$ cat src/sv/rlpg_pkg.sv
// Shared types, codes and lookup tables for the RGB LED pattern generator.
// Has no dependencies. The top level imports it.
`default_nettype none

package rlpg_pkg;

  localparam int SINE_ENTRIES    = 64;
  localparam int RAINBOW_ENTRIES = 64;
  localparam int WAVE_W          = $clog2(SINE_ENTRIES);
  localparam int HUE_W           = $clog2(RAINBOW_ENTRIES);

  localparam int MODE_W     = 4;
  localparam int DUR_W      = 16;
  localparam int COLOR_W    = 8;
  localparam int SINCE_W    = 16;
  localparam int INTERVAL_W = 10;
  localparam int REMAIN_W   = 26;

  // Stream payload widths: input tdata carries anim_mode, duration_seconds,
  // rand_a, rand_b (36 bits, padded to 40); output tdata carries the RGB drive.
  localparam int S_TDATA_W = 40;
  localparam int M_TDATA_W = 24;

  localparam logic [MODE_W-1:0] MODE_OFF       = 4'd0;
  localparam logic [MODE_W-1:0] MODE_ACK       = 4'd1;
  localparam logic [MODE_W-1:0] MODE_NACK      = 4'd2;
  localparam logic [MODE_W-1:0] MODE_REDBLUE   = 4'd3;
  localparam logic [MODE_W-1:0] MODE_TRAFFIC   = 4'd4;
  localparam logic [MODE_W-1:0] MODE_MATRIX    = 4'd5;
  localparam logic [MODE_W-1:0] MODE_RAINBOW   = 4'd6;
  localparam logic [MODE_W-1:0] MODE_PULSERED  = 4'd7;
  localparam logic [MODE_W-1:0] MODE_PULSEBLUE = 4'd8;
  localparam logic [MODE_W-1:0] MODE_STROBE    = 4'd9;
  localparam logic [MODE_W-1:0] MODE_FIRE      = 4'd10;
  localparam logic [MODE_W-1:0] MODE_OCEAN     = 4'd11;
  localparam logic [MODE_W-1:0] MODE_THINKING  = 4'd12;

  localparam logic OP_TICK  = 1'b0;
  localparam logic OP_START = 1'b1;

  localparam logic [7:0]            STEP_LAST   = 8'd191;
  localparam logic [SINCE_W-1:0]    SINCE_MAX   = 16'hFFFF;
  localparam logic [REMAIN_W-1:0]   BRIEF_MS    = 26'd300;
  localparam logic [INTERVAL_W-1:0] INTERVAL_RST = 10'd500;

  typedef struct packed {
    logic [COLOR_W-1:0] blue;
    logic [COLOR_W-1:0] green;
    logic [COLOR_W-1:0] red;
  } rgb_t;

  localparam logic [INTERVAL_W-1:0] PERIOD_TAB [13] = '{
    10'd0, 10'd100, 10'd100, 10'd150, 10'd800, 10'd50, 10'd50,
    10'd30, 10'd30, 10'd100, 10'd80, 10'd40, 10'd200
  };

  localparam logic [7:0] SINE_TAB [SINE_ENTRIES] = '{
    8'd128, 8'd140, 8'd152, 8'd164, 8'd176, 8'd187, 8'd198, 8'd208,
    8'd218, 8'd227, 8'd235, 8'd242, 8'd248, 8'd252, 8'd255, 8'd255,
    8'd252, 8'd248, 8'd242, 8'd235, 8'd227, 8'd218, 8'd208, 8'd198,
    8'd187, 8'd176, 8'd164, 8'd152, 8'd140, 8'd128, 8'd115, 8'd103,
    8'd91,  8'd79,  8'd68,  8'd57,  8'd47,  8'd37,  8'd28,  8'd20,
    8'd13,  8'd7,   8'd3,   8'd0,   8'd0,   8'd3,   8'd7,   8'd13,
    8'd20,  8'd28,  8'd37,  8'd47,  8'd57,  8'd68,  8'd79,  8'd91,
    8'd103, 8'd115, 8'd128, 8'd140, 8'd152, 8'd164, 8'd176, 8'd187
  };

  // Hue wheel, each entry written as red, green, blue from the high byte down.
  localparam logic [23:0] HUE_TAB [RAINBOW_ENTRIES] = '{
    24'hFF0000, 24'hFF1000, 24'hFF2000, 24'hFF3000,
    24'hFF4000, 24'hFF5000, 24'hFF6000, 24'hFF7000,
    24'hFF8000, 24'hFF9000, 24'hFFA000, 24'hFFB000,
    24'hFFC000, 24'hFFD000, 24'hFFE000, 24'hFFF000,
    24'hFFFF00, 24'hE0FF00, 24'hC0FF00, 24'hA0FF00,
    24'h80FF00, 24'h60FF00, 24'h40FF00, 24'h20FF00,
    24'h10FF00, 24'h00FF00, 24'h00FF20, 24'h00FF40,
    24'h00FF60, 24'h00FF80, 24'h00FFA0, 24'h00FFC0,
    24'h00FFE0, 24'h00FFFF, 24'h00E0FF, 24'h00C0FF,
    24'h00A0FF, 24'h0080FF, 24'h0060FF, 24'h0040FF,
    24'h0020FF, 24'h0010FF, 24'h0000FF, 24'h1000FF,
    24'h2000FF, 24'h3000FF, 24'h4000FF, 24'h5000FF,
    24'h6000FF, 24'h7000FF, 24'h8000FF, 24'h9000FF,
    24'hA000FF, 24'hB000FF, 24'hC000FF, 24'hD000FF,
    24'hE000FF, 24'hF000FF, 24'hFF00FF, 24'hFF00E0,
    24'hFF00C0, 24'hFF00A0, 24'hFF0080, 24'hFF0060
  };

endpackage

`default_nettype wire

$ cat src/sv/rgb_led_pattern_generator.sv
// RGB LED pattern generator: one result beat for every input beat.
// Depends on rlpg_pkg for codes, widths and the sine and hue tables.
//
// Usage:
//   The s_ channel takes items. s_tuser[0] is the op: 0 is a one millisecond
//   tick, 1 starts a pattern given by anim_mode and duration_seconds. The m_
//   channel returns the RGB drive levels and, in m_tuser[0], the animating
//   flag. The cfg_ channel writes invert_output (1 for a common-anode LED).
//   Each result is registered and appears on m_ in the cycle after its beat
//   is accepted. Throughput is one beat per cycle while m_ is not stalled;
//   all the per-item work is one level of table reads and small adds ahead
//   of the result register; pattern state is updated at the accepting edge.
//   The result register doubles as the skid stage: s_tready stays high while
//   m_ is empty or being drained, so a beat is taken in the same cycle an
//   older result leaves. When the receiver stalls, s_tready drops and the
//   held result stays on m_ unchanged.
//   Reset clears the pattern state (mode off, interval 500 ms, color black),
//   sets invert_output to 1 and empties the result register. The cfg_ port
//   is always ready and should be written only while the block is idle.
`default_nettype none

module rgb_led_pattern_generator (
  input  logic                            clk,
  input  logic                            rst,
  // Input beat. tdata from bit 0: anim_mode[3:0], duration_seconds[15:0],
  // rand_a[7:0], rand_b[7:0], 4 zero bits.
  input  logic                            s_tvalid,
  output logic                            s_tready,
  input  logic [rlpg_pkg::S_TDATA_W-1:0]  s_tdata,
  input  logic                            s_tuser,    // op
  // Result beat. tdata from bit 0: red_drive, green_drive, blue_drive.
  output logic                            m_tvalid,
  input  logic                            m_tready,
  output logic [rlpg_pkg::M_TDATA_W-1:0]  m_tdata,
  output logic                            m_tuser,    // animating
  // Register write: invert_output.
  input  logic                            cfg_valid,
  output logic                            cfg_ready,
  input  logic                            cfg_data
);

  import rlpg_pkg::*;

  logic                  invert_output;
  logic [MODE_W-1:0]     mode, mode_next;
  logic [7:0]            step_count, step_count_next;
  logic [WAVE_W-1:0]     wave_index, wave_index_next;
  logic [WAVE_W-1:0]     wave_index_fast, wave_index_fast_next;
  logic [SINCE_W-1:0]    since_update_ms, since_update_ms_next;
  logic [INTERVAL_W-1:0] interval_ms, interval_ms_next;
  logic [REMAIN_W-1:0]   remaining_ms, remaining_ms_next;
  logic                  end_armed, end_armed_next;
  rgb_t                  color_latch, color_latch_next;

  logic                  s_accept;
  logic                  op;
  logic [MODE_W-1:0]     anim_mode;
  logic [DUR_W-1:0]      duration_seconds;
  logic [7:0]            rand_a;
  logic [7:0]            rand_b;

  logic [MODE_W-1:0]     start_mode;
  logic [SINCE_W-1:0]    since_inc;
  logic [7:0]            step_bump;
  logic [15:0]           step_prod;
  logic [7:0]            step_div3;
  logic [7:0]            step_rem3_full;
  logic [1:0]            step_rem3;
  logic [7:0]            sine_slow;
  logic [7:0]            sine_fast;
  logic [15:0]           ocean_scaled;
  logic [15:0]           ocean_round;
  logic [7:0]            ocean_green;
  logic [7:0]            thinking_lvl;
  logic [7:0]            fire_red_mod;
  logic [7:0]            fire_green;
  logic [23:0]           hue_entry;
  rgb_t                  paint_color;
  rgb_t                  drive;

  assign s_accept         = s_tvalid && s_tready;
  assign s_tready         = !m_tvalid || m_tready;
  assign cfg_ready        = 1'b1;

  assign op               = s_tuser;
  assign anim_mode        = s_tdata[3:0];
  assign duration_seconds = s_tdata[19:4];
  assign rand_a           = s_tdata[27:20];
  assign rand_b           = s_tdata[35:28];

  // Pattern helpers, taken from the present state and the input beat.
  assign start_mode = (anim_mode > MODE_THINKING) ? MODE_OFF : anim_mode;
  assign since_inc  = (since_update_ms == SINCE_MAX) ? since_update_ms
                                                     : since_update_ms + 16'd1;
  assign step_bump  = (step_count == STEP_LAST) ? 8'd0 : step_count + 8'd1;

  // step / 3 by reciprocal (171 / 512), exact for all step values in range.
  assign step_prod      = 16'(step_count) * 16'd171;
  assign step_div3      = {1'b0, step_prod[15:9]};
  assign step_rem3_full = step_count - {step_div3[6:0], 1'b0} - step_div3;
  assign step_rem3      = step_rem3_full[1:0];

  assign sine_slow = SINE_TAB[wave_index];
  assign sine_fast = SINE_TAB[wave_index_fast];

  // sine * 100 / 255 with the divide done as (p + p/256 + 1) / 256.
  assign ocean_scaled = {2'b0, sine_fast, 6'b0} + {3'b0, sine_fast, 5'b0}
                      + {6'b0, sine_fast, 2'b0};
  assign ocean_round  = ocean_scaled + {8'b0, ocean_scaled[15:8]} + 16'd1;
  assign ocean_green  = ocean_round[15:8];

  always_comb begin
    case (step_rem3)
      2'd0:    thinking_lvl = 8'd108;
      2'd1:    thinking_lvl = 8'd180;
      default: thinking_lvl = 8'd72;
    endcase
  end

  always_comb begin
    if (rand_a >= 8'd224) begin
      fire_red_mod = rand_a - 8'd224;
    end else if (rand_a >= 8'd168) begin
      fire_red_mod = rand_a - 8'd168;
    end else if (rand_a >= 8'd112) begin
      fire_red_mod = rand_a - 8'd112;
    end else if (rand_a >= 8'd56) begin
      fire_red_mod = rand_a - 8'd56;
    end else begin
      fire_red_mod = rand_a;
    end
    if (rand_b >= 8'd200) begin
      fire_green = rand_b - 8'd200;
    end else if (rand_b >= 8'd100) begin
      fire_green = rand_b - 8'd100;
    end else begin
      fire_green = rand_b;
    end
  end

  assign hue_entry = HUE_TAB[step_count[HUE_W-1:0]];

  always_comb begin
    mode_next            = mode;
    step_count_next      = step_count;
    wave_index_next      = wave_index;
    wave_index_fast_next = wave_index_fast;
    since_update_ms_next = since_update_ms;
    interval_ms_next     = interval_ms;
    remaining_ms_next    = remaining_ms;
    end_armed_next       = end_armed;
    color_latch_next     = color_latch;
    paint_color          = '0;

    if (op == OP_START) begin
      mode_next            = start_mode;
      step_count_next      = 8'd0;
      wave_index_next      = '0;
      wave_index_fast_next = '0;
      since_update_ms_next = SINCE_MAX;
      if (start_mode == MODE_OFF) begin
        end_armed_next   = 1'b0;
        color_latch_next = '0;
      end else begin
        interval_ms_next = PERIOD_TAB[start_mode];
        if (start_mode == MODE_ACK || start_mode == MODE_NACK) begin
          remaining_ms_next = BRIEF_MS;
          end_armed_next    = 1'b1;
        end else if (duration_seconds != '0) begin
          remaining_ms_next = REMAIN_W'(duration_seconds * 26'd1000);
          end_armed_next    = 1'b1;
        end else begin
          remaining_ms_next = '0;
          end_armed_next    = 1'b0;
        end
      end
    end else begin
      since_update_ms_next = since_inc;
      if (end_armed && remaining_ms == '0) begin
        // The armed run time has passed.
        mode_next        = MODE_OFF;
        end_armed_next   = 1'b0;
        color_latch_next = '0;
      end else begin
        if (end_armed) begin
          remaining_ms_next = remaining_ms - 26'd1;
        end
        if (since_inc >= {6'b0, interval_ms}) begin
          since_update_ms_next = '0;
          case (mode) inside
            MODE_ACK, MODE_NACK: begin
              if (step_count == 8'd0) begin
                paint_color.red   = (mode == MODE_ACK) ? 8'd0 : 8'd64;
                paint_color.green = (mode == MODE_ACK) ? 8'd64 : 8'd0;
                color_latch_next  = paint_color;
              end else if (step_count == 8'd1) begin
                color_latch_next = '0;
                mode_next        = MODE_OFF;
                end_armed_next   = 1'b0;
              end
              step_count_next = step_bump;
            end
            MODE_REDBLUE: begin
              if (!step_count[0]) begin
                paint_color.red = 8'd255;
              end else begin
                paint_color.blue = 8'd255;
              end
              color_latch_next = paint_color;
              step_count_next  = step_bump;
            end
            MODE_TRAFFIC: begin
              paint_color.red   = (step_rem3 != 2'd1) ? 8'd255 : 8'd0;
              paint_color.green = (step_rem3 != 2'd0) ? 8'd255 : 8'd0;
              color_latch_next  = paint_color;
              step_count_next   = step_bump;
            end
            MODE_MATRIX: begin
              paint_color.green = sine_slow;
              color_latch_next  = paint_color;
              wave_index_next   = wave_index + WAVE_W'(1);
            end
            MODE_RAINBOW: begin
              paint_color.red   = hue_entry[23:16];
              paint_color.green = hue_entry[15:8];
              paint_color.blue  = hue_entry[7:0];
              color_latch_next  = paint_color;
              step_count_next   = step_bump;
            end
            MODE_PULSERED, MODE_PULSEBLUE: begin
              if (mode == MODE_PULSERED) begin
                paint_color.red = sine_slow;
              end else begin
                paint_color.blue = sine_slow;
              end
              color_latch_next = paint_color;
              wave_index_next  = wave_index + WAVE_W'(2);
            end
            MODE_STROBE: begin
              if (!step_count[0]) begin
                paint_color = '1;
              end
              color_latch_next = paint_color;
              step_count_next  = step_bump;
            end
            MODE_FIRE: begin
              paint_color.red   = fire_red_mod + 8'd200;
              paint_color.green = fire_green;
              color_latch_next  = paint_color;
            end
            MODE_OCEAN: begin
              paint_color.green    = ocean_green;
              paint_color.blue     = sine_slow;
              color_latch_next     = paint_color;
              wave_index_next      = wave_index + WAVE_W'(1);
              wave_index_fast_next = wave_index_fast + WAVE_W'(2);
            end
            MODE_THINKING: begin
              case (step_div3[1:0])
                2'd0:    paint_color.green = thinking_lvl;
                2'd1:    paint_color.red   = thinking_lvl;
                2'd2: begin
                  paint_color.red   = thinking_lvl;
                  paint_color.green = thinking_lvl;
                end
                default: paint_color.blue  = thinking_lvl;
              endcase
              color_latch_next = paint_color;
              step_count_next  = step_bump;
            end
            default: begin
              color_latch_next = '0;
            end
          endcase
        end
      end
    end
  end

  assign drive = invert_output ? ~color_latch_next : color_latch_next;

  always_ff @(posedge clk) begin
    if (rst) begin
      invert_output <= 1'b1;
    end else if (cfg_valid && cfg_ready) begin
      invert_output <= cfg_data;
    end
  end

  always_ff @(posedge clk) begin
    if (rst) begin
      mode            <= MODE_OFF;
      step_count      <= 8'd0;
      wave_index      <= '0;
      wave_index_fast <= '0;
      since_update_ms <= '0;
      interval_ms     <= INTERVAL_RST;
      remaining_ms    <= '0;
      end_armed       <= 1'b0;
      color_latch     <= '0;
    end else if (s_accept) begin
      mode            <= mode_next;
      step_count      <= step_count_next;
      wave_index      <= wave_index_next;
      wave_index_fast <= wave_index_fast_next;
      since_update_ms <= since_update_ms_next;
      interval_ms     <= interval_ms_next;
      remaining_ms    <= remaining_ms_next;
      end_armed       <= end_armed_next;
      color_latch     <= color_latch_next;
    end
  end

  always_ff @(posedge clk) begin
    if (rst) begin
      m_tvalid <= 1'b0;
    end else if (s_accept) begin
      m_tvalid <= 1'b1;
    end else if (m_tready) begin
      m_tvalid <= 1'b0;
    end
  end

  always_ff @(posedge clk) begin
    if (s_accept) begin
      m_tdata <= {drive.blue, drive.green, drive.red};
      m_tuser <= (mode_next != MODE_OFF);
    end
  end

  // An armed end time only exists while a pattern runs.
  a_armed_needs_mode: assert property (@(posedge clk) disable iff (rst)
    end_armed |-> (mode != MODE_OFF))
    else $error("end time armed while mode is off");

  a_step_in_range: assert property (@(posedge clk) disable iff (rst)
    step_count <= STEP_LAST)
    else $error("step counter beyond wrap point");

  a_interval_nonzero: assert property (@(posedge clk) disable iff (rst)
    interval_ms != '0)
    else $error("update interval loaded as zero");

  a_start_forces_update: assert property (@(posedge clk) disable iff (rst)
    (s_accept && s_tuser == OP_START) |=> (since_update_ms == SINCE_MAX))
    else $error("start beat did not force an update on the next tick");

  a_result_follows_beat: assert property (@(posedge clk) disable iff (rst)
    s_accept |=> (m_tvalid && m_tuser == (mode != MODE_OFF)))
    else $error("result beat missing or animating flag out of step");

endmodule

`default_nettype wire
$ cat config.mk
export PLATFORM = sky130hd
export DESIGN_NAME = rgb_led_pattern_generator
export DESIGN_NICKNAME = d
export VERILOG_FILES = /design/src/sv/rlpg_pkg.sv /design/src/sv/rgb_led_pattern_generator.sv
export SDC_FILE = /design/constraint.sdc
export NUM_CORES = 1
export LEC_CHECK = 0
export ABC_AREA = 1
export BUFFER_PORTS_ARGS = -buffer_cell sky130_fd_sc_hd__buf_2
export CAP_MARGIN = 20
export CORE_MARGIN = 2
export CORE_UTILIZATION = 40
export CTS_BUF_LIST = sky130_fd_sc_hd__clkbuf_8 sky130_fd_sc_hd__clkbuf_16
export CTS_CLUSTER_DIAMETER = 30
export DETAILED_ROUTE_END_ITERATION = 12
export REMOVE_ABC_BUFFERS = 1
export SETUP_SLACK_MARGIN = 0.05
export SLEW_MARGIN = 10
export SYNTH_ARGS = -nofsm -noshare
export SYNTH_HDL_FRONTEND = slang
export SYNTH_SLANG_ARGS = --single-unit
$ cat constraint.sdc
create_clock -name clk -period 14.9 [get_ports clk]
set_input_delay 0.745 -clock clk [delete_from_list [all_inputs] [get_ports clk]]
set_output_delay 0.745 -clock clk [all_outputs]
set_load 0.1 [all_outputs]
==> impl_summary.log <==
INFO  metric synth-seq-area-share = 0.1829
INFO  metric unique_masters_post_synth = 60
INFO  metric n_antenna_cell = 0
INFO  metric synth.most_common_cell = sky130_fd_sc_hd__nand2_1
INFO  metric timing.critical_path.mode_cell = sky130_fd_sc_hd__inv_1
INFO  metric critical_path.max_stage_delay = 0.63 ns
INFO  metric timing.final.setup_violations = 0
INFO  metric grt_usage = 0.2164
INFO  metric drt_first_iter_violations = 961
INFO  metric synth.largest_area_cell = sky130_fd_sc_hd__ha_1
INFO  metric routed_vias = 14760
INFO  metric finish.net_count = 2533
INFO  metric clock_tree.htree_level_count = 4
INFO  metric synth.top_cells.by_area = sky130_fd_sc_hd__ha_1 15%, sky130_fd_sc_hd__dfxtp_1 13%, sky130_fd_sc_hd__nand2_1 10%
INFO  metric core_region_area = 37490 um2
INFO  metric synthFlopType = sky130_fd_sc_hd__dfxtp_1
INFO  metric detail_route.drc_violations = 0
INFO  metric outcome = finished, final reports clean
INFO  metric crit_path_top_delay_cell = sky130_fd_sc_hd__dfxtp_1
INFO  metric hold_class = reg -> reg
INFO  metric postRouteWirelength = 42080 um
INFO  metric finalCritPeriodShare = 0.4859
INFO  metric syn_area_per_cell = 6.862 um2
INFO  metric syn-cell-area = 15160 um2
INFO  metric via_per_inst = 5.339
INFO  metric area_delta_synth_final = 9.055%
INFO  metric postCtsSetupRepairBufs = 0
INFO  metric cts.path.max_buffers = 2
INFO  metric die_area = 39470 um2
INFO  metric ir_drop = 0.07861 mV
INFO  metric antenna_violations_before_repair = 0
INFO  metric endpoint_required_time_on_the_critical_path = 15.04 ns
INFO  metric clk-insertion-delay-late = 0.42 ns
INFO  metric synth_top_cell_area_share = 0.1478
INFO  metric cts-buffers-inserted = 17
INFO  metric drive_above_1_share = 0.07545
INFO  metric synth_warn = 0
INFO  metric postSynthRegisterBits = 126
INFO  metric regArea = 2773 um2
INFO  metric maxSlewViolCount = 0
INFO  metric pre_cts_ws = 7.772 ns
INFO  metric worstPathMaxFanout = 14
INFO  metric tritoncts_num_sinks = 126
INFO  metric crit_type = reg -> reg
INFO  metric max_freq = 138.1 MHz
INFO  metric number_of_enable_type_register_cells_in_the_synthesized_netlist = 25
INFO  metric pwr_density_cell = 104.6 nW/um2
INFO  metric layout.filler_cells = 3899
INFO  metric die_span_in_x = 198.7 um
INFO  metric wl_per_cell = 15.22 um
INFO  metric cap_violations = 0
INFO  metric syn-instance-count = 2209
INFO  metric critPathArrivalTime = 7.38 ns
INFO  metric startpoint_type = flop
INFO  metric clk_transition_reported_paths = 0.06 ns
INFO  metric final.setup.tns = 0 ns
INFO  metric io-pin-count = 75
INFO  metric start_util = 0.4043
INFO  metric tritoncts_clock_tree = built
INFO  metric cts_root_buf = sky130_fd_sc_hd__clkbuf_16
INFO  metric fp-row-count = 71
INFO  metric grt_overflow = 0
INFO  metric rsz0062_at_grt = false
INFO  metric asr_flop_ratio_synth = 0
INFO  metric post_cts_hold_buffer_count = 0
INFO  metric drt-pass1-iter-count = 5
INFO  metric die_height = 198.7 um
INFO  metric power_leakage = 7.868 nW
INFO  metric synth_top_cells_by_count = 411 x sky130_fd_sc_hd__nand2_1, 313 x sky130_fd_sc_hd__inv_1, 221 x sky130_fd_sc_hd__o21ai_0
INFO  metric global_placement_routability_congestion = 0.9022
INFO  metric multi_input_area = 10870 um2
INFO  metric setup_slack = 7.660 ns
INFO  metric max_clock_skew = 0.009387 ns
INFO  metric max_slew_margin = 0.3710
INFO  metric resized_cells_post_cts = 0
INFO  metric count_of_antenna_violating_nets_left_after_detailed_routing = 0
INFO  metric first_global_vias = 14280
INFO  metric grt_first_pass_wirelength = 70030 um
INFO  metric grt_max_degree = 73
INFO  metric period_minus_slack = 7.240 ns
INFO  metric port_buffers = 69
INFO  metric dp.final_hpwl = 32350 um
INFO  metric hold_viol_final = 0
INFO  metric cp-end-kind = flop
INFO  metric worst-slew-pin-transition = 0.9363 ns
layer usage:
metal  part of all wire  track usage  vias up  wire length, um
met5                  0            0        -                0
met4              0.016      0.05583        0              673
met3              0.033      0.01662       42             1409
met2               0.50       0.3925      311            20990
met1               0.45       0.2763     6932            19000
li1                   -            -     7473                -
state kept, by name, summed over array words and instances, names as in the netlist:
signal and flops:
step_count 8, m_tvalid 1, since_update_ms 16, wave_index_fast 5, end_armed 1, remaining_ms 26, m_tuser 1, wave_index 6
mode 4, m_tdata 24, invert_output 1, interval_ms 9, color_latch 24
critical path: cells and delay by family, from the launching register on:
| family | cells | cell delay, ns |
|---|---|---|
| adders and majority gates | 7 | 2.76 |
| AOI/OAI and AO/OA | 7 | 1.30 |
| and+or+nand+nor | 7 | 0.96 |
| xor gates and xnor gates | 2 | 0.65 |
| DFF | 1 | 0.63 |
| buffers and inverters | 6 | 0.63 |
metrics by stage:
step	hold WS, ns	cell area (um2)	total power [mW]	utilization	instances
after floorplan	0.4342	14890	1.106	-	2144
after global placement	0.4581	15930	1.299	0.4249	2732
after detailed placement	0.4633	15930	1.313	0.4249	2732
after CTS	0.4763	16530	1.739	0.4410	2764
after global routing	0.4988	16530	1.890	0.4410	2764
final	0.4728	16530	1.730	0.4410	2764
logic make-up (layout without fill, tap and decap cells):
logic type	count (synthesis)	count (layout)	share of synthesized area
flip-flops	126	126	0.1829
adder cells (fa/ha/maj)	246	246	0.2362
buffers and inverters	395	439	0.09971
XOR/XNOR	54	54	0.03120
other	1	1	0.0002474
AO/OA/AOI/OAI	588	588	0.2216
AND/OR/NAND/NOR	799	799	0.2281
cells in the final DEF (no fill, tap or decap), drive strengths merged, types with 3 or more instances in the layout:
| cell type | n |
|---|---|
| nand2 | 421 |
| inv | 329 |
| o21ai | 236 |
| a21oi | 201 |
| nor2 | 193 |
| ha | 179 |
| dfxtp | 101 |
| nand3 | 97 |
| buf | 77 |
| fa | 67 |
| nor3 | 45 |
| xor2 | 39 |
| o211ai | 29 |
| a31oi | 27 |
| edfxtp | 25 |
| clkbuf | 19 |
| nand4 | 19 |
| a221oi | 17 |
| xnor2 | 15 |
| a211oi | 12 |
| or2 | 11 |
| o22ai | 11 |
| o31ai | 10 |
| clkinv | 10 |
| a21o | 9 |
| nor4 | 7 |
| o221ai | 6 |
| o2111ai | 5 |
| a22o | 5 |
| and2 | 4 |
| o21bai | 4 |
| o311ai | 3 |
| clkinvlp | 3 |
final timing paths:
path / start / end / slack, ns / depth (start not counted)
worst max-delay path: step_count[3] / m_tdata[0] / 7.66 / 29
worst min-delay path: interval_ms[2] / interval_ms[2] / 0.47 / 2
worst max register to register: step_count[3] / m_tdata[0] / 7.66 / 29
worst min register to register: interval_ms[2] / interval_ms[2] / 0.47 / 2
where the power goes:
part,internal (mW),switching [mW]
Sequential,0.383,0.0330
Combinational,0.308,0.586
Clock,0.252,0.167
Total,0.943,0.786
final cells by class:
cell class | count | share of cell area
Multi-Input combinational cell | 1688 | 0.6578
Sequential cell | 126 | 0.1677
Timing Repair Buffer | 77 | 0.02452
Tap cell | 511 | 0.03868
Inverter | 330 | 0.07493
Clock inverter | 13 | 0.007569
Clock buffer | 19 | 0.02876
(Power assumes the default switching activity.)
